==> src/rtl/bpar_pkg.sv <==
// Package holding the item type and the AES-128 round functions for the address resolver.
`timescale 1ns / 1ps
`default_nettype none
package bpar_pkg;

   // Default depth of the queue between the front and back parts.
   localparam int QUEUE_DEPTH = 2;

   // Number of AES-128 rounds.
   localparam int ROUNDS = 10;

   // Top two address bits that mark a resolvable private address.
   localparam logic [1:0] RPA_TAG = 2'b01;

   // S-box, entry 0 in the top byte.
   localparam logic [2047:0] SBOX_TABLE = {
      128'h637c777bf26b6fc53001672bfed7ab76,
      128'hca82c97dfa5947f0add4a2af9ca472c0,
      128'hb7fd9326363ff7cc34a5e5f171d83115,
      128'h04c723c31896059a071280e2eb27b275,
      128'h09832c1a1b6e5aa0523bd6b329e32f84,
      128'h53d100ed20fcb15b6acbbe394a4c58cf,
      128'hd0efaafb434d338545f9027f503c9fa8,
      128'h51a3408f929d38f5bcb6da2110fff3d2,
      128'hcd0c13ec5f974417c4a77e3d645d1973,
      128'h60814fdc222a908846eeb814de5e0bdb,
      128'he0323a0a4906245cc2d3ac629195e479,
      128'he7c8376d8dd54ea96c56f4ea657aae08,
      128'hba78252e1ca6b4c6e8dd741f4bbd8b8a,
      128'h703eb5664803f60e613557b986c11d9e,
      128'he1f8981169d98e949b1e87e9ce5528df,
      128'h8ca1890dbfe6426841992d0fb054bb16
   };

   // One item as it travels from the front part to the back part.
   typedef struct packed {
      logic [127:0] key;
      logic [127:0] block;
      logic [23:0]  tag;
      logic         resolvable;
   } item_type;

   // S-box look-up for one byte.
   function automatic logic [7:0] sbox(input logic [7:0] b);
      return SBOX_TABLE[(11'd2047 - {b, 3'b000}) -: 8];
   endfunction

   // Round constant for a given round, 1 to 10.
   function automatic logic [7:0] rcon(input int round);
      logic [7:0] r;
      case (round)
         1: r = 8'h01;
         2: r = 8'h02;
         3: r = 8'h04;
         4: r = 8'h08;
         5: r = 8'h10;
         6: r = 8'h20;
         7: r = 8'h40;
         8: r = 8'h80;
         9: r = 8'h1b;
         10: r = 8'h36;
         default: r = 8'h00;
      endcase
      return r;
   endfunction

   // Multiplication by x in GF(2^8).
   function automatic logic [7:0] xtime(input logic [7:0] v);
      return {v[6:0], 1'b0} ^ (v[7] ? 8'h1b : 8'h00);
   endfunction

   // SubBytes followed by ShiftRows; byte 0 sits in bits 127:120.
   function automatic logic [127:0] sub_shift(input logic [127:0] s);
      logic [127:0] o;
      for (int c = 0; c < 4; c++) begin
         for (int r = 0; r < 4; r++) begin
            o[127 - 8 * (r + 4 * c) -: 8] = sbox(s[127 - 8 * (r + 4 * ((c + r) % 4)) -: 8]);
         end
      end
      return o;
   endfunction

   // MixColumns over the four columns.
   function automatic logic [127:0] mix_columns(input logic [127:0] s);
      logic [127:0] o;
      logic [7:0]   a0, a1, a2, a3, all;
      for (int c = 0; c < 4; c++) begin
         a0  = s[127 - 32 * c -: 8];
         a1  = s[119 - 32 * c -: 8];
         a2  = s[111 - 32 * c -: 8];
         a3  = s[103 - 32 * c -: 8];
         all = a0 ^ a1 ^ a2 ^ a3;
         o[127 - 32 * c -: 8] = a0 ^ all ^ xtime(a0 ^ a1);
         o[119 - 32 * c -: 8] = a1 ^ all ^ xtime(a1 ^ a2);
         o[111 - 32 * c -: 8] = a2 ^ all ^ xtime(a2 ^ a3);
         o[103 - 32 * c -: 8] = a3 ^ all ^ xtime(a3 ^ a0);
      end
      return o;
   endfunction

   // One step of the key schedule, giving the next round key.
   function automatic logic [127:0] next_key(input logic [127:0] k, input logic [7:0] rc);
      logic [31:0] w0, w1, w2, w3, t;
      w0 = k[127:96];
      w1 = k[95:64];
      w2 = k[63:32];
      w3 = k[31:0];
      t  = {sbox(w3[23:16]) ^ rc, sbox(w3[15:8]), sbox(w3[7:0]), sbox(w3[31:24])};
      w0 = w0 ^ t;
      w1 = w1 ^ w0;
      w2 = w2 ^ w1;
      w3 = w3 ^ w2;
      return {w0, w1, w2, w3};
   endfunction

endpackage
`default_nettype wire

==> src/rtl/bpar_front.sv <==
// Front part: registers an accepted request and classifies the address.
`timescale 1ns / 1ps
`default_nettype none
module bpar_front (
   input  wire logic                clock,
   input  wire logic                reset,
   input  wire logic                accept,
   input  wire logic [47:0]         req_address,
   input  wire logic [63:0]         req_irk_low,
   input  wire logic [63:0]         req_irk_high,
   output      logic                item_valid,
   output      bpar_pkg::item_type  item
);

   logic               valid_ff;
   bpar_pkg::item_type item_ff;
   bpar_pkg::item_type item_in;

   // Build the key, the plaintext block and the address tag.
   always_comb begin
      item_in.key        = {req_irk_high, req_irk_low};
      item_in.block      = {104'd0, req_address[47:24]};
      item_in.tag        = req_address[23:0];
      item_in.resolvable = (req_address[47:46] == bpar_pkg::RPA_TAG);
   end

   // Control register.
   always_ff @(posedge clock) begin
      if (reset) begin
         valid_ff <= 1'b0;
      end else begin
         valid_ff <= accept;
      end
   end

   // Payload register.
   always_ff @(posedge clock) begin
      if (accept) begin
         item_ff <= item_in;
      end
   end

   assign item_valid = valid_ff;
   assign item       = item_ff;

endmodule
`default_nettype wire

==> config.mk <==
export PLATFORM = sky130hd
export DESIGN_NAME = bpar_front
export DESIGN_NICKNAME = d
export VERILOG_FILES = /design/src/rtl/bpar_pkg.sv /design/src/rtl/bpar_front.sv
export SDC_FILE = /design/constraint.sdc
export NUM_CORES = 1
export LEC_CHECK = 0
export ABC_AREA = 1
export BUFFER_PORTS_ARGS = -buffer_cell sky130_fd_sc_hd__buf_2
export CAP_MARGIN = 10
export CORE_AREA = 2 2 178 180
export CTS_BUF_LIST = sky130_fd_sc_hd__clkbuf_4
export CTS_CLUSTER_DIAMETER = 150
export CTS_CLUSTER_SIZE = 40
export DETAILED_ROUTE_END_ITERATION = 10
export DIE_AREA = 0 0 180 182
export PLACE_DENSITY = 0.47
export SYNTH_ARGS = -nofsm -noshare
export SYNTH_HDL_FRONTEND = slang
export SYNTH_SLANG_ARGS = --single-unit
==> constraint.sdc <==
create_clock -name clock -period 0.8 [get_ports clock]
set_clock_uncertainty 0.1 [all_clocks]
set_input_delay 0.04 -clock clock [delete_from_list [all_inputs] [get_ports clock]]
set_output_delay 0.04 -clock clock [all_outputs]
set_load 0.03 [all_outputs]
# Word level (Yosys, flattened, before mapping)
# Cells that the tools add are included.
[totals] elab_cells=6 reg_bits=178
[op_classes] n_eq_ne=1
[ops] operator="2-bit by 1-bit equality test with 1-bit output, second input constant" n=1

# Depth between registers and ports, before layout
[logic_depth] ltp_word=1 mapped_depth=2 depth_no_buf=2

# Worst setup path after synthesis
# Ideal clock, no wire load.
[synth_path] path_kind="register to output" from="register item_ff, in the netlist item[0]" to="output port item[0] in the netlist's numbering" arrival_time_ps=496 path_buffers=0 slack_ps=164 stages_incl_launch_ff=1 required_time_ps=660 cell_sequence="edfxtp_1"
[synth_rtl] element="start: declaration" line_no="bpar_front.sv:16" source="bpar_pkg::item_type item_ff;"
[synth_rtl] element="start signal: assignment" line_no="bpar_front.sv:39" source="item_ff <= item_in;"
[synth_rtl] element="end: declaration" line_no="bpar_front.sv:12" source="output bpar_pkg::item_type item"
# No word-level cell between the ends.

# Final worst setup path
[layout_path] from="register item_ff, in the netlist item[163]" to="output port item[163] in the netlist's numbering"
# No word-level cell between the ends.

==> impl_metrics.json <==
{
  "start_util_pct": 19.81,
  "pwr-share-comb_pct": 23.7,
  "rsz0062_at_grt": "true",
  "vias_per_cell": 3.424,
  "fin_crit_sh_pct": 170.0,
  "powerDensity_mw_per_mm2": 1911,
  "clkTransAtPathRegs_ns": 0.15,
  "hold_path_class": "primary input to register",
  "place_congestion": 0.8152,
  "cp_cell_sequence": "buf_6",
  "synthAdderAreaFrac_pct": 0,
  "synth-edff-count": 177,
  "cap_violations": 0,
  "pwr-share-clk_pct": 23.7,
  "synth_cell_types": 6,
  "synth_top_area_cell": "edfxtp_1",
  "endpoint_kind": "primary output",
  "syn_inst": 287,
  "routed_wl_mm": 19.51,
  "wl_per_cell_um": 15.38,
  "die_y_um": 182,
  "grt_first_pass_wirelength_mm": 27.22,
  "synth_top_area_share_pct": 86.57,
  "dieWidth_um": 180,
  "postSynthAreaPerCell_um2": 21.39,
  "period_minus_slack_ns": 1.360,
  "cts_buffers": 17,
  "drt-initial-drc-count": 151,
  "io_buffers": 356,
  "finalSetupViolations": 178,
  "max_stage_delay_ns": 0.47,
  "syn2layout_area_growth_pct": 85.33,
  "grt.overflow.total": 0,
  "path_buf_inv": 1,
  "ctsHtreeMaxLevel": 4,
  "synth-compound-area-share_pct": 0,
  "post-route-util_pct": 36.72,
  "rows": 65,
  "worstPathRequired_ns": 0.66,
  "ir_drop_v": 0.0009485,
  "synth_top_family_by_area": "buffers and inverters",
  "worstPathMaxFanout": 1,
  "pwr-share-seq_pct": 52.5,
  "num_vias": 4342,
  "synth_xor_area_share_pct": 0,
  "critical_path_class": "register to primary output",
  "start_kind": "register",
  "synth_flop_cell": "edfxtp_1",
  "p_leak_uw": 0.004846,
  "grt_pass1_vias": 4358,
  "synthTopCellsByArea": "edfxtp_1, buf_4, dfxtp_1, nor2_2, inv_1",
  "max_freq_ghz": 0.7351,
  "place_hpwl_mm": 14.68,
  "cts_hold_buf": 179,
  "crit_arrival_ns": 1.22,
  "antenna_found_initial": 6,
  "power.internal_uw": 15200,
  "status": "complete, but fails checks",
  "ctsRootBufferMaster": "clkbuf_4",
  "nets": 1028,
  "yosys-mux-area-fraction_pct": 0,
  "whs_ns": -0.1566,
  "first_pass_iters": 4,
  "violations": "hold timing, setup timing",
  "die_area_mm2": 0.03276,
  "core_mm2": 0.03099,
  "final.setup.tns_ns": -86.49,
  "syn_area_mm2": 0.006140,
  "fin_ws_ns": -0.5604,
  "ant_nets": 0,
  "final_layout_size_suffix_gt1_share_pct": 46.23,
  "grt_max_degree": 46,
  "synth_most_common_cell": "edfxtp_1",
  "cts.sinks": 178,
  "synth_seq_cells": 178,
  "slew_viol_final": 0,
  "grt_usage_pct": 11.49,
  "io_pins": 461,
  "fin_total_pwr_uw": 21750,
  "cts_buffer_depth": 2,
  "tritoncts": "built",
  "yosysWarningCount": 0,
  "synth-simple-area-share_pct": 0.2038,
  "slowest_stage": "edfxtp_1",
  "hold_viol_final": 175,
  "swShare_pct": 30.11,
  "synth_common_cells": "edfxtp_1, buf_4, inv_1, nor2_2",
  "switching_power_uw": 6549,
  "remaining_drc_errors": 0,
  "crit_family": "flip-flops",
  "yosysSeqAreaShare_pct": 86.90,
  "synth-async-reset-ratio_pct": 0
}
==> worst paths after layout <==
path       from        end  slack, ns  cells past startpoint
min      accept  item[271]      -0.16                      2
max   item[163]  item[163]      -0.56                      1
==> registers in the layout, indices dropped and copies added, names as in the netlist <==
signal,cells
item,177
item_valid,1
==> final cells by class <==
class | instances | area [um2]
timing repair buffer | 544 | 4836
clock inverter | 14 | 152.6
clock buffer | 17 | 127.6
inverter | 2 | 7.507
fill | 2905 | 19610
tap | 402 | 503.0
antenna | 5 | 12.51
sequential | 178 | 5336
multi-input combinational | 106 | 402.9
==> layer usage <==
layer  track usage, %  share of wire (%)  up-vias
met5                0              0.062        -
li1                 -                  -     1981
met2            21.95                 57      246
met4            4.553                1.9        2
met1            11.53                 34     2093
met3            3.590                7.4       20
==> power groups by stage <==
| stage | registers [uW] | clock network (uW) | logic, uW |
|---|---|---|---|
| 6_report | 11400 | 5160 | 5160 |
| 5_1_grt | 11500 | 5750 | 5360 |
| 4_1_cts | 11400 | 5380 | 5170 |
| 3_5_place_dp | 11500 | 0 | 3600 |
| 3_3_place_gp | 11400 | 0 | 3600 |
| 2_1_floorplan | 13000 | 0 | 1030 |
==> what timing repair did <==
action	4_1_cts	5_1_grt
gates resized for setup	357	1
cloned	0	1
endpoints found under the hold margin	355	186
endpoints found under the setup margin	178	179
setup buffers	0	0
==> layout by cell type, fill, tap and decap left out <==
cell type | synthesis | routed
buf_12 | 0 | 3
clkbuf_16 | 0 | 1
edfxtp_1 | 177 | 177
dlygate4sd3_1 | 0 | 179
buf_16 | 0 | 1
bufinv_16 | 0 | 2
diode_2 | 0 | 5
inv_1 | 2 | 2
conb_1 | 1 | 104
inv_8 | 0 | 2
buf_2 | 0 | 177
clkinvlp_4 | 0 | 1
clkbuf_4 | 0 | 17
clkinv_2 | 0 | 3
buf_6 | 0 | 179
clkinv_1 | 0 | 1
buf_4 | 104 | 4
clkinv_4 | 0 | 1
nor2_2 | 2 | 2
inv_6 | 0 | 4
dfxtp_2 | 0 | 1
==> per-stage QoR <==
stage,instance area (um2),setup WS (ns),cells
final,11380,-0.5604,1268
after global placement,8147,-0.1291,1052
after detailed placement,8147,-0.1290,1052
after floorplan,6526,0.1644,390
after CTS,11330,-0.6089,1262
after global routing,11380,-0.6534,1268
==> cells by family after synthesis <==
group	Yosys count
buf+inv	106
flops	178
other cells	1
simple gates	2
No activity file was read; power rests on OpenSTA's default activity.
