==> src/rtl/bpar_pkg.sv <==
// Package holding the item type and the AES-128 round functions for the address resolver.
`timescale 1ns / 1ps
`default_nettype none
package bpar_pkg;

   // Default depth of the queue between the front and back parts.
   localparam int QUEUE_DEPTH = 2;

   // Number of AES-128 rounds.
   localparam int ROUNDS = 10;

   // Top two address bits that mark a resolvable private address.
   localparam logic [1:0] RPA_TAG = 2'b01;

   // S-box, entry 0 in the top byte.
   localparam logic [2047:0] SBOX_TABLE = {
      128'h637c777bf26b6fc53001672bfed7ab76,
      128'hca82c97dfa5947f0add4a2af9ca472c0,
      128'hb7fd9326363ff7cc34a5e5f171d83115,
      128'h04c723c31896059a071280e2eb27b275,
      128'h09832c1a1b6e5aa0523bd6b329e32f84,
      128'h53d100ed20fcb15b6acbbe394a4c58cf,
      128'hd0efaafb434d338545f9027f503c9fa8,
      128'h51a3408f929d38f5bcb6da2110fff3d2,
      128'hcd0c13ec5f974417c4a77e3d645d1973,
      128'h60814fdc222a908846eeb814de5e0bdb,
      128'he0323a0a4906245cc2d3ac629195e479,
      128'he7c8376d8dd54ea96c56f4ea657aae08,
      128'hba78252e1ca6b4c6e8dd741f4bbd8b8a,
      128'h703eb5664803f60e613557b986c11d9e,
      128'he1f8981169d98e949b1e87e9ce5528df,
      128'h8ca1890dbfe6426841992d0fb054bb16
   };

   // One item as it travels from the front part to the back part.
   typedef struct packed {
      logic [127:0] key;
      logic [127:0] block;
      logic [23:0]  tag;
      logic         resolvable;
   } item_type;

   // S-box look-up for one byte.
   function automatic logic [7:0] sbox(input logic [7:0] b);
      return SBOX_TABLE[(11'd2047 - {b, 3'b000}) -: 8];
   endfunction

   // Round constant for a given round, 1 to 10.
   function automatic logic [7:0] rcon(input int round);
      logic [7:0] r;
      case (round)
         1: r = 8'h01;
         2: r = 8'h02;
         3: r = 8'h04;
         4: r = 8'h08;
         5: r = 8'h10;
         6: r = 8'h20;
         7: r = 8'h40;
         8: r = 8'h80;
         9: r = 8'h1b;
         10: r = 8'h36;
         default: r = 8'h00;
      endcase
      return r;
   endfunction

   // Multiplication by x in GF(2^8).
   function automatic logic [7:0] xtime(input logic [7:0] v);
      return {v[6:0], 1'b0} ^ (v[7] ? 8'h1b : 8'h00);
   endfunction

   // SubBytes followed by ShiftRows; byte 0 sits in bits 127:120.
   function automatic logic [127:0] sub_shift(input logic [127:0] s);
      logic [127:0] o;
      for (int c = 0; c < 4; c++) begin
         for (int r = 0; r < 4; r++) begin
            o[127 - 8 * (r + 4 * c) -: 8] = sbox(s[127 - 8 * (r + 4 * ((c + r) % 4)) -: 8]);
         end
      end
      return o;
   endfunction

   // MixColumns over the four columns.
   function automatic logic [127:0] mix_columns(input logic [127:0] s);
      logic [127:0] o;
      logic [7:0]   a0, a1, a2, a3, all;
      for (int c = 0; c < 4; c++) begin
         a0  = s[127 - 32 * c -: 8];
         a1  = s[119 - 32 * c -: 8];
         a2  = s[111 - 32 * c -: 8];
         a3  = s[103 - 32 * c -: 8];
         all = a0 ^ a1 ^ a2 ^ a3;
         o[127 - 32 * c -: 8] = a0 ^ all ^ xtime(a0 ^ a1);
         o[119 - 32 * c -: 8] = a1 ^ all ^ xtime(a1 ^ a2);
         o[111 - 32 * c -: 8] = a2 ^ all ^ xtime(a2 ^ a3);
         o[103 - 32 * c -: 8] = a3 ^ all ^ xtime(a3 ^ a0);
      end
      return o;
   endfunction

   // One step of the key schedule, giving the next round key.
   function automatic logic [127:0] next_key(input logic [127:0] k, input logic [7:0] rc);
      logic [31:0] w0, w1, w2, w3, t;
      w0 = k[127:96];
      w1 = k[95:64];
      w2 = k[63:32];
      w3 = k[31:0];
      t  = {sbox(w3[23:16]) ^ rc, sbox(w3[15:8]), sbox(w3[7:0]), sbox(w3[31:24])};
      w0 = w0 ^ t;
      w1 = w1 ^ w0;
      w2 = w2 ^ w1;
      w3 = w3 ^ w2;
      return {w0, w1, w2, w3};
   endfunction

endpackage
`default_nettype wire

==> src/rtl/bpar_queue.sv <==
// Short queue between the front and back parts.
`timescale 1ns / 1ps
`default_nettype none
module bpar_queue #(
   parameter int Depth = bpar_pkg::QUEUE_DEPTH
) (
   input  wire logic                clock,
   input  wire logic                reset,
   input  wire logic                push,
   input  wire bpar_pkg::item_type  push_item,
   input  wire logic                pop,
   output      logic                not_empty,
   output      logic                full,
   output      bpar_pkg::item_type  pop_item
);

   localparam int IdxW = (Depth > 1) ? $clog2(Depth) : 1;
   localparam int CntW = $clog2(Depth + 1);

   bpar_pkg::item_type entry_ff [Depth];
   logic [IdxW-1:0]    wr_ptr_ff, wr_ptr_in;
   logic [IdxW-1:0]    rd_ptr_ff, rd_ptr_in;
   logic [CntW-1:0]    count_ff, count_in;
   logic               do_push, do_pop;

   assign do_push = push && !full;
   assign do_pop  = pop && not_empty;

   // Pointer and count updates, wrapping at the depth.
   always_comb begin
      wr_ptr_in = wr_ptr_ff;
      rd_ptr_in = rd_ptr_ff;
      count_in  = count_ff;
      if (do_push) begin
         wr_ptr_in = (wr_ptr_ff == IdxW'(Depth - 1)) ? '0 : wr_ptr_ff + 1'b1;
      end
      if (do_pop) begin
         rd_ptr_in = (rd_ptr_ff == IdxW'(Depth - 1)) ? '0 : rd_ptr_ff + 1'b1;
      end
      if (do_push && !do_pop) begin
         count_in = count_ff + 1'b1;
      end else if (do_pop && !do_push) begin
         count_in = count_ff - 1'b1;
      end
   end

   always_ff @(posedge clock) begin
      if (reset) begin
         wr_ptr_ff <= '0;
         rd_ptr_ff <= '0;
         count_ff  <= '0;
      end else begin
         wr_ptr_ff <= wr_ptr_in;
         rd_ptr_ff <= rd_ptr_in;
         count_ff  <= count_in;
      end
   end

   // Storage.
   always_ff @(posedge clock) begin
      if (do_push) begin
         entry_ff[wr_ptr_ff] <= push_item;
      end
   end

   assign not_empty = (count_ff != '0);
   assign full      = (count_ff == CntW'(Depth));
   assign pop_item  = entry_ff[rd_ptr_ff];

endmodule
`default_nettype wire

==> config.mk <==
export PLATFORM = sky130hd
export DESIGN_NAME = bpar_queue
export DESIGN_NICKNAME = d
export VERILOG_FILES = /design/src/rtl/bpar_pkg.sv /design/src/rtl/bpar_queue.sv
export SDC_FILE = /design/constraint.sdc
export NUM_CORES = 1
export LEC_CHECK = 0
export ABC_CLOCK_PERIOD_IN_PS = 8700
export BUFFER_PORTS_ARGS = -buffer_cell sky130_fd_sc_hd__buf_2
export CORE_AREA = 2 2 220 222
export CTS_CLUSTER_DIAMETER = 100
export DETAILED_ROUTE_END_ITERATION = 8
export DIE_AREA = 0 0 222 224
export MAX_ROUTING_LAYER = met4
export PLACE_DENSITY = 0.8
export SYNTH_ARGS = -nofsm -noshare
export SYNTH_HDL_FRONTEND = slang
export SYNTH_SLANG_ARGS = --single-unit
==> constraint.sdc <==
create_clock -name clock -period 8.7 [get_ports clock]
set_clock_uncertainty 0.15 [all_clocks]
set_input_delay 1.74 -clock clock [delete_from_list [all_inputs] [get_ports clock]]
set_output_delay 1.74 -clock clock [all_outputs]
set_load 0.02 [all_outputs]
Yosys cells after proc, flatten, opt, wreduce, memory -nomap -nowiden. Memory sizes are Yosys's and may differ from the RTL's. A register that Yosys moved wholly into a read port is not among the register bits. Index checks and enable logic that the tools add are counted.

Flip-flop bits (word level): 4. RAM bits: 562. Input bits: 285. Word-level logic and storage cells: 26. Memories kept: 1.

Memories: entry_ff (depth 2, bits a word 281, rd ports 1, clocked after Yosys merged registers in 1, write ports 1, RTL line bpar_queue.sv:20) `bpar_pkg::item_type entry_ff [Depth];`.

Add/sub/neg operators: 4. Equal/unequal tests: 1. Mux-type cells: 8. Reduce and logical (&&, ||, !) cells: 9.

Operator list (count): $mux 1 (6); $logic_and 1x1->1 (4); $mux 2 (2); $reduce_bool 2->1 (2); $logic_not 1->1 (3); $add 1x1->1 const B (2); $add 2x1->2 const B (1); $eq 2x2->1 const B (1); $sub 2x1->2 const B (1).

Logic depth before layout (Yosys ltp). Gate-level depths: netlist of the first run.

Depth after elaboration: 7. Depth in mapped cells: 6. Mapped depth without buffers: 6.

Least setup slack after synthesis of the first run. No wires, ideal clock.

Path kind: input port to flip-flop. From: input push. To: memory entry_ff[1][0] (netlist bit) (enable). Setup time: 0.679 ns. Arrival time: 8.309 ns. Required time: 7.871 ns. Setup slack: -0.438 ns. Cell stages on the path: 3. Path buffers: 0. Path through: inv_1 > nor2_1 > and2_1.

Cells in the longest elaborated chain, start to end: 3.

RTL lines: start, declared (RTL line bpar_queue.sv:9) `input wire logic push,`; $logic_and 1x1->1 (RTL line bpar_queue.sv:26) `assign do_push = push && !full;`; $mux 1 (RTL line bpar_queue.sv:61) `if (do_push) begin`; $mux 1 (not written as such) (RTL line bpar_queue.sv:62) `entry_ff[wr_ptr_ff] <= push_item;`; end, declared (RTL line bpar_queue.sv:20).

Every way passes these cells.

==> results.sh, run 1 <==
export IMPL_num_io_pins=568
export IMPL_drv_cap=0
export IMPL_worstSetupStartpointType="flop"
export IMPL_fin_util_pct=55.19
export IMPL_layout_common_cells="567 x buf_2, 562 x edfxtp_1, 191 x mux2_2"
export IMPL_cts_clk_slew_worst_paths_ns=0.06
export IMPL_synth_top_area_share_pct=80.97
export IMPL_synth_async_sr_flop_share_pct=0
export IMPL_ctsResizeCount=0
export IMPL_finalWorstSetupSlack_ns=3.603
export IMPL_core_area_mm2=0.04735
export IMPL_worstSkewPairLatency_ns=0.58
export IMPL_cts_tree="built"
export IMPL_yosys_top_cells_area="edfxtp_1 81%, mux2_2 10%, mux2_4 6.5%"
export IMPL_drive_gt1_share_pct=60.56
export IMPL_initial_utilization_pct=44.02
export IMPL_r2r_cells=4
export IMPL_vias=10659
export IMPL_cts_buffer_depth=3
export IMPL_drt_total_wl_um=45160
export IMPL_status="complete, no violations"
export IMPL_top_layer="met4"
export IMPL_synth_compound_area_share_pct=0.1201
export IMPL_yosys_area_top_type="edfxtp_1"
export IMPL_synth_nets=1185
export IMPL_synth_top_family_by_area="multiplexers"
export IMPL_synth_cell_types=17
export IMPL_grt_pass1_wl_um=64740
export IMPL_rrSetupSlack_ns=5.70
export IMPL_drt_vias_per_instance=4.903
export IMPL_dp_hpwl_um=30510
export IMPL_grt_ovfl_total=0
export IMPL_num_nets_final=1785
export IMPL_hold_start="wr_ptr_ff$_SDFFE_PP0N_"
export IMPL_cts_setup_buffers=0
export IMPL_syn_area_mm2=0.02084
export IMPL_min_path_cells=2
export IMPL_maxSlewHeadroom_pct=19.18
export IMPL_multi_input_area_mm2=0.003615
export IMPL_grt_start_max_net_pins=153
export IMPL_cp_endpoint="pop_item[164]"
export IMPL_powerDensity_mw_per_mm2=310.6
export IMPL_synthMuxAreaShare_pct=16.80
export IMPL_fin_crit_sh_pct=58.59
export IMPL_syn_inst=899
export IMPL_die_area_mm2=0.04973
export IMPL_synth_edf_count=562
export IMPL_finalHoldViolations=0
export IMPL_grt_pass1_vias=11157
export IMPL_setup_tns_ns=0
export IMPL_dr_wl_met2_um=23490
export IMPL_critPathArrivalTime_ns=3.21
export IMPL_cts_hold_buffers_added=0
export IMPL_wire_per_inst_um=20.77
export IMPL_final_common_cell="buf_2"
export IMPL_cts_buffers=55
export IMPL_wl_met3_um=3972
export IMPL_required_ns=6.81
export IMPL_ir_drop_mv=0.2405
export IMPL_rows=80
export IMPL_max_freq_mhz=196.2
export IMPL_met1Wirelength_um=16050
export IMPL_fp_dieW_um=222
export IMPL_slew_violations=0
export IMPL_ys_warn_count=0
export IMPL_synth_seq_area_share_pct=81.46
export IMPL_r2r_start="count_ff[0]$_SDFFE_PP0P_"
export IMPL_die_h_um=224
export IMPL_ys_flop_type="edfxtp_1"
export IMPL_syn_to_final_growth_pct=25.38
export IMPL_nFillCells=3570
export IMPL_power_leakage_nw=9.841
export IMPL_synthSimpleGateAreaFrac_pct=0.2221
export IMPL_synth_fa_ha_area_share_pct=0.06003
export IMPL_finalSetupViolCount=0
export IMPL_ys_ff_latch=567
export IMPL_io_buffers=567
export IMPL_synth_xor_xnor_area_share_pct=0.1261
export IMPL_regArea_mm2=0.01698
export IMPL_drt_iter0_markers=572
export IMPL_endpoint_kind="output port"
export IMPL_avgSynthCellArea_um2=23.18
export IMPL_htree_levels=2
export IMPL_worstHoldPathType="reg -> reg"
export IMPL_ant_nets=0
export IMPL_finalCriticalPeriod_ns=5.097
export IMPL_cts_root_buf="clkbuf_16"
export IMPL_pre_cts_ws_ns=4.171
export IMPL_path_max_fanout=74
export IMPL_rsz0062_at_grt="false"
export IMPL_grtUsageTotal_pct=17.86
export IMPL_critPathKind="reg -> out"
export IMPL_r2r_end="entry_ff[1][259]$_DFFE_PP_"
export IMPL_antenna_found_initial=14
export IMPL_finalPower_mw=8.117
export IMPL_first_pass_iters=5
export IMPL_clkSinkCount=567
export IMPL_worst_slew_pin_slew_ns=1.212
export IMPL_gp_congestion=0.8776
export IMPL_drc=0
[routing by layer]
metal	track usage, %	up-vias
met2	30.41	473
met5	-	-
met1	18.86	5252
met4	7.607	0
met3	6.335	109
li1	-	4825
[cells in the mapped netlist (2+ instances only)]
| cell type | instances |
|---|---|
| inv_1 | 2 |
| or3_1 | 2 |
| nor2_1 | 4 |
| buf_6 | 10 |
| o21ai_0 | 3 |
| mux2_4 | 90 |
| mux2_2 | 191 |
| a21oi_1 | 2 |
| xor2_1 | 3 |
| buf_2 | 10 |
| edfxtp_1 | 562 |
| buf_4 | 11 |
| dfxtp_1 | 5 |
[cell type report]
| type | instances | area share, % |
|---|---|---|
| Antenna cell | 15 | 0.1437 |
| Tap cell | 615 | 2.945 |
| Inverter | 2 | 0.05746 |
| Clock buffer | 80 | 5.942 |
| Multi-Input combinational cell | 299 | 13.83 |
| Sequential cell | 567 | 64.98 |
| Clock inverter | 22 | 0.8906 |
| Timing Repair Buffer | 574 | 11.20 |
[how the worst min path moves through the flow]
stage | to | slack (ns)
after floorplan | wr_ptr_ff$_SDFFE_PP0N_ | 0.30
after global placement | wr_ptr_ff$_SDFFE_PP0N_ | 0.33
after detailed placement | wr_ptr_ff$_SDFFE_PP0N_ | 0.34
after CTS | wr_ptr_ff$_SDFFE_PP0N_ | 0.35
after global routing | wr_ptr_ff$_SDFFE_PP0N_ | 0.38
final | wr_ptr_ff$_SDFFE_PP0N_ | 0.36
[kinds of logic (layout without fill, tap and decap cells)]
family	after synthesis	count (layout)
compound gates	5	5
xor+xnor	3	3
fa+ha+maj	1	1
buf+inv	33	678
flops	567	567
mux	281	281
other cells	0	15
simple gates	9	9
[state kept, by name (all words and copies together), names as in the netlist, named ones only]
register,count
entry_ff,562
rd_ptr_ff,1
wr_ptr_ff,1
count_ff,2
[worst max-delay path: stages (launching register included)]
cell and delay [ns]:
dfxtp_4 0.36, buf_4 0.75, buf_4 0.83, mux2_2 0.41
buf_2 0.16
[power by group]
| part | total [mW] | internal [mW] | switching (mW) |
|---|---|---|---|
| Clock | 2.33 | 1.38 | 0.947 |
| Sequential | 3.52 | 3.44 | 0.0861 |
| Combinational | 2.26 | 0.898 | 1.37 |
| Total | 8.12 | 5.72 | 2.40 |
[through the flow]
stage          instance area, um2  hold slack [ns]  cells
2_1_floorplan               20840           0.3016    899
3_3_place_gp                24310           0.3271   2057
3_5_place_dp                24310           0.3406   2057
4_1_cts                     26090           0.3547   2159
5_1_grt                     26130           0.3760   2173
6_report                    26130           0.3562   2174
Power figures use the tool's default switching activity.
==> run 2: changes to the inputs <==
- ABC_CLOCK_PERIOD_IN_PS: 8700 -> 4500
- clock period: 8.7 -> 4.5 ns (I/O delays scaled with it)
==> results.sh, run 2 (synthesis gave the netlist of run 1 again) <==
export IMPL_status="complete, no violations"
export IMPL_cts_buffers=53
export IMPL_die_h_um=224
export IMPL_regArea_mm2=0.01698
export IMPL_num_io_pins=568
export IMPL_cts_buffer_depth=3
export IMPL_drv_cap=0
export IMPL_num_nets_final=1808
export IMPL_multi_input_area_mm2=0.003620
export IMPL_initial_utilization_pct=44.02
export IMPL_first_pass_iters=4
export IMPL_rrSetupSlack_ns=2.16
export IMPL_drt_total_wl_um=43980
export IMPL_dp_hpwl_um=31080
export IMPL_worstHoldPathType="reg -> reg"
export IMPL_r2r_cells=5
export IMPL_finalCriticalPeriod_ns=3.465
export IMPL_gp_congestion=0.8051
export IMPL_min_path_cells=2
export IMPL_slew_violations=0
export IMPL_endpoint_kind="output port"
export IMPL_syn_to_final_growth_pct=25.87
export IMPL_largest_register="entry_ff"
export IMPL_crit_cells=4
export IMPL_power_leakage_nw=9.907
export IMPL_ir_drop_mv=0.4526
export IMPL_met1Wirelength_um=16040
export IMPL_rows=80
export IMPL_path_buf_inv=3
export IMPL_grt_pass1_wl_um=64900
export IMPL_critPathKind="reg -> out"
export IMPL_top_layer="met4"
export IMPL_cp_endpoint="pop_item[146]"
export IMPL_cts_hold_buffers_added=0
export IMPL_cts_tree="built"
export IMPL_critPathArrivalTime_ns=2.41
export IMPL_crit_chain="buf_12, buf_4, mux2_2, buf_2"
export IMPL_cts_clk_slew_worst_paths_ns=0.06
export IMPL_worstSkewPairLatency_ns=0.57
export IMPL_rsz0062_at_grt="false"
export IMPL_clkSinkCount=567
export IMPL_fin_crit_sh_pct=76.99
export IMPL_grt_pass1_vias=11495
export IMPL_maxSlewHeadroom_pct=58.28
export IMPL_nFillCells=3568
export IMPL_htree_levels=2
export IMPL_final_common_cell="buf_2"
export IMPL_grt_ovfl_total=0
export IMPL_crit_family="buffers and inverters"
export IMPL_drt_iter0_markers=665
export IMPL_dr_wl_met2_um=23090
export IMPL_grtUsageTotal_pct=17.61
export IMPL_r2r_start="count_ff[0]$_SDFFE_PP0P_"
export IMPL_required_ns=3.45
export IMPL_io_buffers=567
export IMPL_grt_start_max_net_pins=84
export IMPL_worstSetupStartpointType="flop"
export IMPL_drt_vias_per_instance=4.901
export IMPL_vias=10713
export IMPL_setup_tns_ns=0
export IMPL_finalHoldViolations=0
export IMPL_drive_gt1_share_pct=61.26
export IMPL_worst_slew_pin_slew_ns=0.6245
export IMPL_cts_setup_buffers=0
export IMPL_finalSetupViolCount=0
export IMPL_core_area_mm2=0.04735
export IMPL_antenna_found_initial=11
export IMPL_cp_slowest_cell="dfxtp_4"
export IMPL_largest_register_ffs=562
export IMPL_die_area_mm2=0.04973
export IMPL_fp_dieW_um=222
export IMPL_wire_per_inst_um=20.12
export IMPL_ant_nets=0
export IMPL_largestRegisters="entry_ff: 562 flops, count_ff: 2 flops"
export IMPL_cts_root_buf="clkbuf_16"
export IMPL_path_max_fanout=32
export IMPL_layout_common_cells="567 x buf_2, 562 x edfxtp_1, 191 x mux2_2"
export IMPL_ctsResizeCount=0
export IMPL_fin_util_pct=55.41
export IMPL_wl_met3_um=3463
export IMPL_max_freq_mhz=288.6
export IMPL_cpPeakStageDelay_ns=0.64
export IMPL_powerDensity_mw_per_mm2=586.7
export IMPL_drc=0
export IMPL_r2r_end="entry_ff[1][77]$_DFFE_PP_"
-- run 2: final cells by class --
| cell class | count | area share (%) |
|---|---|---|
| sequential | 567 | 64.73 |
| timing repair buffer | 599 | 12.26 |
| antenna | 12 | 0.1145 |
| multi-input combinational | 299 | 13.80 |
| tap | 615 | 2.933 |
| clock inverter | 24 | 0.6439 |
| clock buffer | 68 | 5.433 |
| inverter | 2 | 0.09062 |
-- run 2: stage by stage --
step,std cells,total power [mW],hold slack (ns),setup WS [ns],cell area [um2]
floorplan,899,10.03,0.3106,-1.288,20870
global placement,2082,11.30,0.3358,1.557,24610
detailed placement,2082,11.41,0.3376,1.541,24610
CTS,2174,15.55,0.3104,0.9799,26200
global route,2185,15.99,0.3169,0.9059,26230
finish,2186,15.39,0.3529,1.035,26230
-- run 2: metal layers --
metal | GRT usage, % | up-vias
li1 | - | 4857
met1 | 18.97 | 5321
met2 | 30.43 | 439
met3 | 5.653 | 96
met4 | 6.626 | 0
met5 | - | -
-- run 2: worst min-delay path by stage --
stage | start | endpoint | slack [ns]
2_1_floorplan | wr_ptr_ff$_SDFFE_PP0N_ | wr_ptr_ff$_SDFFE_PP0N_ | 0.31
3_3_place_gp | rd_ptr_ff$_SDFFE_PP0P_ | rd_ptr_ff$_SDFFE_PP0P_ | 0.34
4_1_cts | push_item[9] | entry_ff[1][9]$_DFFE_PP_ | 0.31
5_1_grt | push_item[22] | entry_ff[1][22]$_DFFE_PP_ | 0.32
3_5_place_dp | wr_ptr_ff$_SDFFE_PP0N_ | wr_ptr_ff$_SDFFE_PP0N_ | 0.34
6_report | wr_ptr_ff$_SDFFE_PP0N_ | wr_ptr_ff$_SDFFE_PP0N_ | 0.35
-- run 2: report_power, final --
part           internal, mW  total, mW  switching (mW)
combinational          1.82       4.44            2.62
clock                  2.34       4.13            1.79
sequential             6.63       6.82           0.194
-- run 2: worst min-delay path: cells and delay by family, from the launching register on --
kind            cells  cell delay, ns
flops               1            0.32
compound gates      2            0.13
==> run 3: changes to the inputs <==
- ABC_AREA: not set -> 1
- ABC_CLOCK_PERIOD_IN_PS: 4500 -> 3050
- CORE_AREA: 2 2 220 222 -> 2 2 221 223
- DIE_AREA: 0 0 222 224 -> 0 0 223 225
- PLACE_DENSITY: 0.8 -> 0.79
- clock period: 4.5 -> 3.05 ns (I/O delays scaled with it)
==> results.sh, run 3 <==
export IMPL_rows=80
export IMPL_fin_crit_sh_pct=93.44
export IMPL_dp_hpwl_um=31800
export IMPL_r2r_cells=5
export IMPL_drive_gt1_share_pct=60.94
export IMPL_num_io_pins=568
export IMPL_synth_edf_count=562
export IMPL_largest_register_ffs=562
export IMPL_endpoint_kind="output port"
export IMPL_fp_dieW_um=223
export IMPL_grt_start_max_net_pins=131
export IMPL_largest_register="entry_ff"
export IMPL_die_h_um=225
export IMPL_cts_setup_buffers=0
export IMPL_grt_ovfl_total=0
export IMPL_comb_power_share_pct=26.2
export IMPL_synth_nets=1197
export IMPL_stdcell_count=2207
export IMPL_vias=10826
export IMPL_largestRegisters="entry_ff: 562 flops, count_ff: 2 flops"
export IMPL_drt_iter0_markers=504
export IMPL_ir_drop_mv=0.6305
export IMPL_synth_async_sr_flop_share_pct=0
export IMPL_first_pass_iters=5
export IMPL_ys_warn_count=0
export IMPL_ant_nets=0
export IMPL_ys_ff_latch=567
export IMPL_antenna_found_initial=13
export IMPL_gp_congestion=0.8055
export IMPL_num_nets_final=1820
export IMPL_grt_pass1_vias=11411
export IMPL_p_switching_mw=6.526
export IMPL_syn_area_mm2=0.02086
export IMPL_io_buffers=567
export IMPL_slew_violations=0
export IMPL_synth_cell_types=15
export IMPL_worstSkewPairLatency_ns=0.57
export IMPL_yosys_area_top_type="edfxtp_1"
export IMPL_maxSlewHeadroom_pct=47.81
export IMPL_core_area_mm2=0.04755
export IMPL_clkSinkCount=567
export IMPL_r2r_start="count_ff[1]$_SDFFE_PP0P_"
export IMPL_max_freq_mhz=350.9
export IMPL_switching_share_pct=29.05
export IMPL_yosysMostFrequentCell="edfxtp_1"
export IMPL_cts_tree="built"
export IMPL_p_int_mw=15.94
export IMPL_avgSynthCellArea_um2=22.90
export IMPL_rsz0062_at_grt="false"
export IMPL_ys_flop_type="edfxtp_1"
export IMPL_synth_top_area_share_pct=80.89
export IMPL_path_max_fanout=27
export IMPL_final_common_cell="buf_2"
export IMPL_drt_vias_per_instance=4.905
export IMPL_cp_endpoint="pop_item[138]"
export IMPL_syn_inst=911
export IMPL_clockPowerShare_pct=28.8
export IMPL_cts_buffer_depth=3
export IMPL_htree_levels=2
export IMPL_cts_clk_slew_worst_paths_ns=0.06
export IMPL_status="complete, no violations"
export IMPL_drc=0
export IMPL_finalCriticalPeriod_ns=2.850
export IMPL_worst_slew_pin_slew_ns=0.7828
export IMPL_drt_total_wl_um=44970
export IMPL_wire_per_inst_um=20.37
export IMPL_cts_buffers=54
export IMPL_drv_cap=0
export IMPL_finalHoldViolations=0
export IMPL_nFillCells=3519
export IMPL_layout_common_cells="567 x buf_2, 562 x edfxtp_1, 191 x mux2_2"
export IMPL_ctsResizeCount=0
export IMPL_powerDensity_mw_per_mm2=850.8
export IMPL_pre_cts_ws_ns=0.7911
export IMPL_rrSetupSlack_ns=1.12
export IMPL_synth_seq_area_share_pct=81.37
export IMPL_r2r_end="entry_ff[0][61]$_DFFE_PP_"
export IMPL_required_ns=2.29
export IMPL_initial_utilization_pct=43.88
export IMPL_finalWorstSetupSlack_ns=0.2001
export IMPL_critPathKind="reg -> out"
export IMPL_yosys_top_cells_area="edfxtp_1 81%, mux2_2 10%, mux2_4 6.5%"
export IMPL_worstSetupStartpointType="flop"
export IMPL_die_area_mm2=0.05018
export IMPL_cts_hold_buffers_added=0
export IMPL_critPathArrivalTime_ns=2.09
export IMPL_grt_pass1_wl_um=64930
export IMPL_seq_power_share_pct=45.0
export IMPL_syn_to_final_growth_pct=26.57
export IMPL_cts_root_buf="clkbuf_16"
export IMPL_finalSetupViolCount=0
export IMPL_power_leakage_nw=9.999
export IMPL_grtUsageTotal_pct=17.65
export IMPL_worstHoldPathType="in -> reg"
export IMPL_ys_top_cells_by_count="562 x edfxtp_1, 191 x mux2_2, 90 x mux2_4"
export IMPL_placed_cells=2093
-- run 3: cell types whose count changed after synthesis, sizes merged, moves of 2 or more --
cell,before,now
nand2,0,7
inv,2,8
nor2,4,8
xor2,3,0
nand3,0,2
or3,2,0
-- run 3: routing by layer --
layer / vias to the layer above / GRT usage, % / routed length (um)
li1: 4910 / - / -
met4: 0 / 6.668 / 1331
met2: 486 / 29.49 / 22630
met1: 5343 / 19.40 / 16790
met3: 87 / 6.415 / 4223
met5: - / - / 0
-- run 3: final cells by class --
class | count | area, um2 | share of cell area (%)
sequential | 567 | 16980 | 64.30
multi-input combinational | 305 | 3638 | 13.78
timing repair buffer | 598 | 3233 | 12.24
clock buffer | 66 | 1418 | 5.368
tap | 615 | 769.5 | 2.914
clock inverter | 33 | 301.5 | 1.142
antenna | 15 | 37.54 | 0.1421
inverter | 8 | 30.03 | 0.1137
-- run 3: through the flow --
step           util, %  power, mW  setup TNS, ns  hold slack, ns  area [um2]
2_1_floorplan        -      14.31       -1327.36          0.3145       20890
3_3_place_gp     51.85      16.07              0          0.3229       24650
3_5_place_dp     51.85      16.20              0          0.3464       24650
4_1_cts          55.46      22.70              0         0.01142       26370
5_1_grt          55.53      23.32              0         0.02005       26400
6_report         55.54      22.47              0         0.06321       26410
-- run 3: power groups by stage --
stage,Combinational (mW),Clock [mW],Sequential (mW)
6_report,5.89,6.47,10.1
3_3_place_gp,5.85,0,10.2
4_1_cts,5.95,6.63,10.1
5_1_grt,6.22,6.91,10.2
3_5_place_dp,5.91,0,10.3
2_1_floorplan,3.98,0,10.3
-- run 3: logic make-up (layout without fill, tap and decap cells) --
kind of cell	count (synthesis)	in the layout	share of synthesized area, %
AO/OA/AOI/OAI	5	5	0.1199
multiplexers	281	281	16.79
flip-flops	567	567	81.37
adder cells (fa/ha/maj)	1	1	0.05996
other	0	15	0
buffers and inverters	39	705	1.319
AND/OR/NAND/NOR	18	18	0.3479
-- run 3: worst min path at each step --
stage	cells past startpoint	startpoint	end
floorplan	2	rd_ptr_ff$_SDFFE_PP0P_	flop
global placement	2	rd_ptr_ff$_SDFFE_PP0P_	rd_ptr_ff$_SDFFE_PP0P_
detailed placement	2	rd_ptr_ff$_SDFFE_PP0P_	flop
CTS	1	push_item[117]	entry_ff[0][117]$_DFFE_PP_
global route	1	push_item[121]	entry_ff[0][121]$_DFFE_PP_
finish	1	push_item[65]	entry_ff[1][65]$_DFFE_PP_
-- run 3: worst max-delay path: stages (launching register included) --
cell	delay, ns
dfxtp_4	0.47
buf_12	0.22
buf_12	0.24
mux2_2	0.37
buf_2	0.16
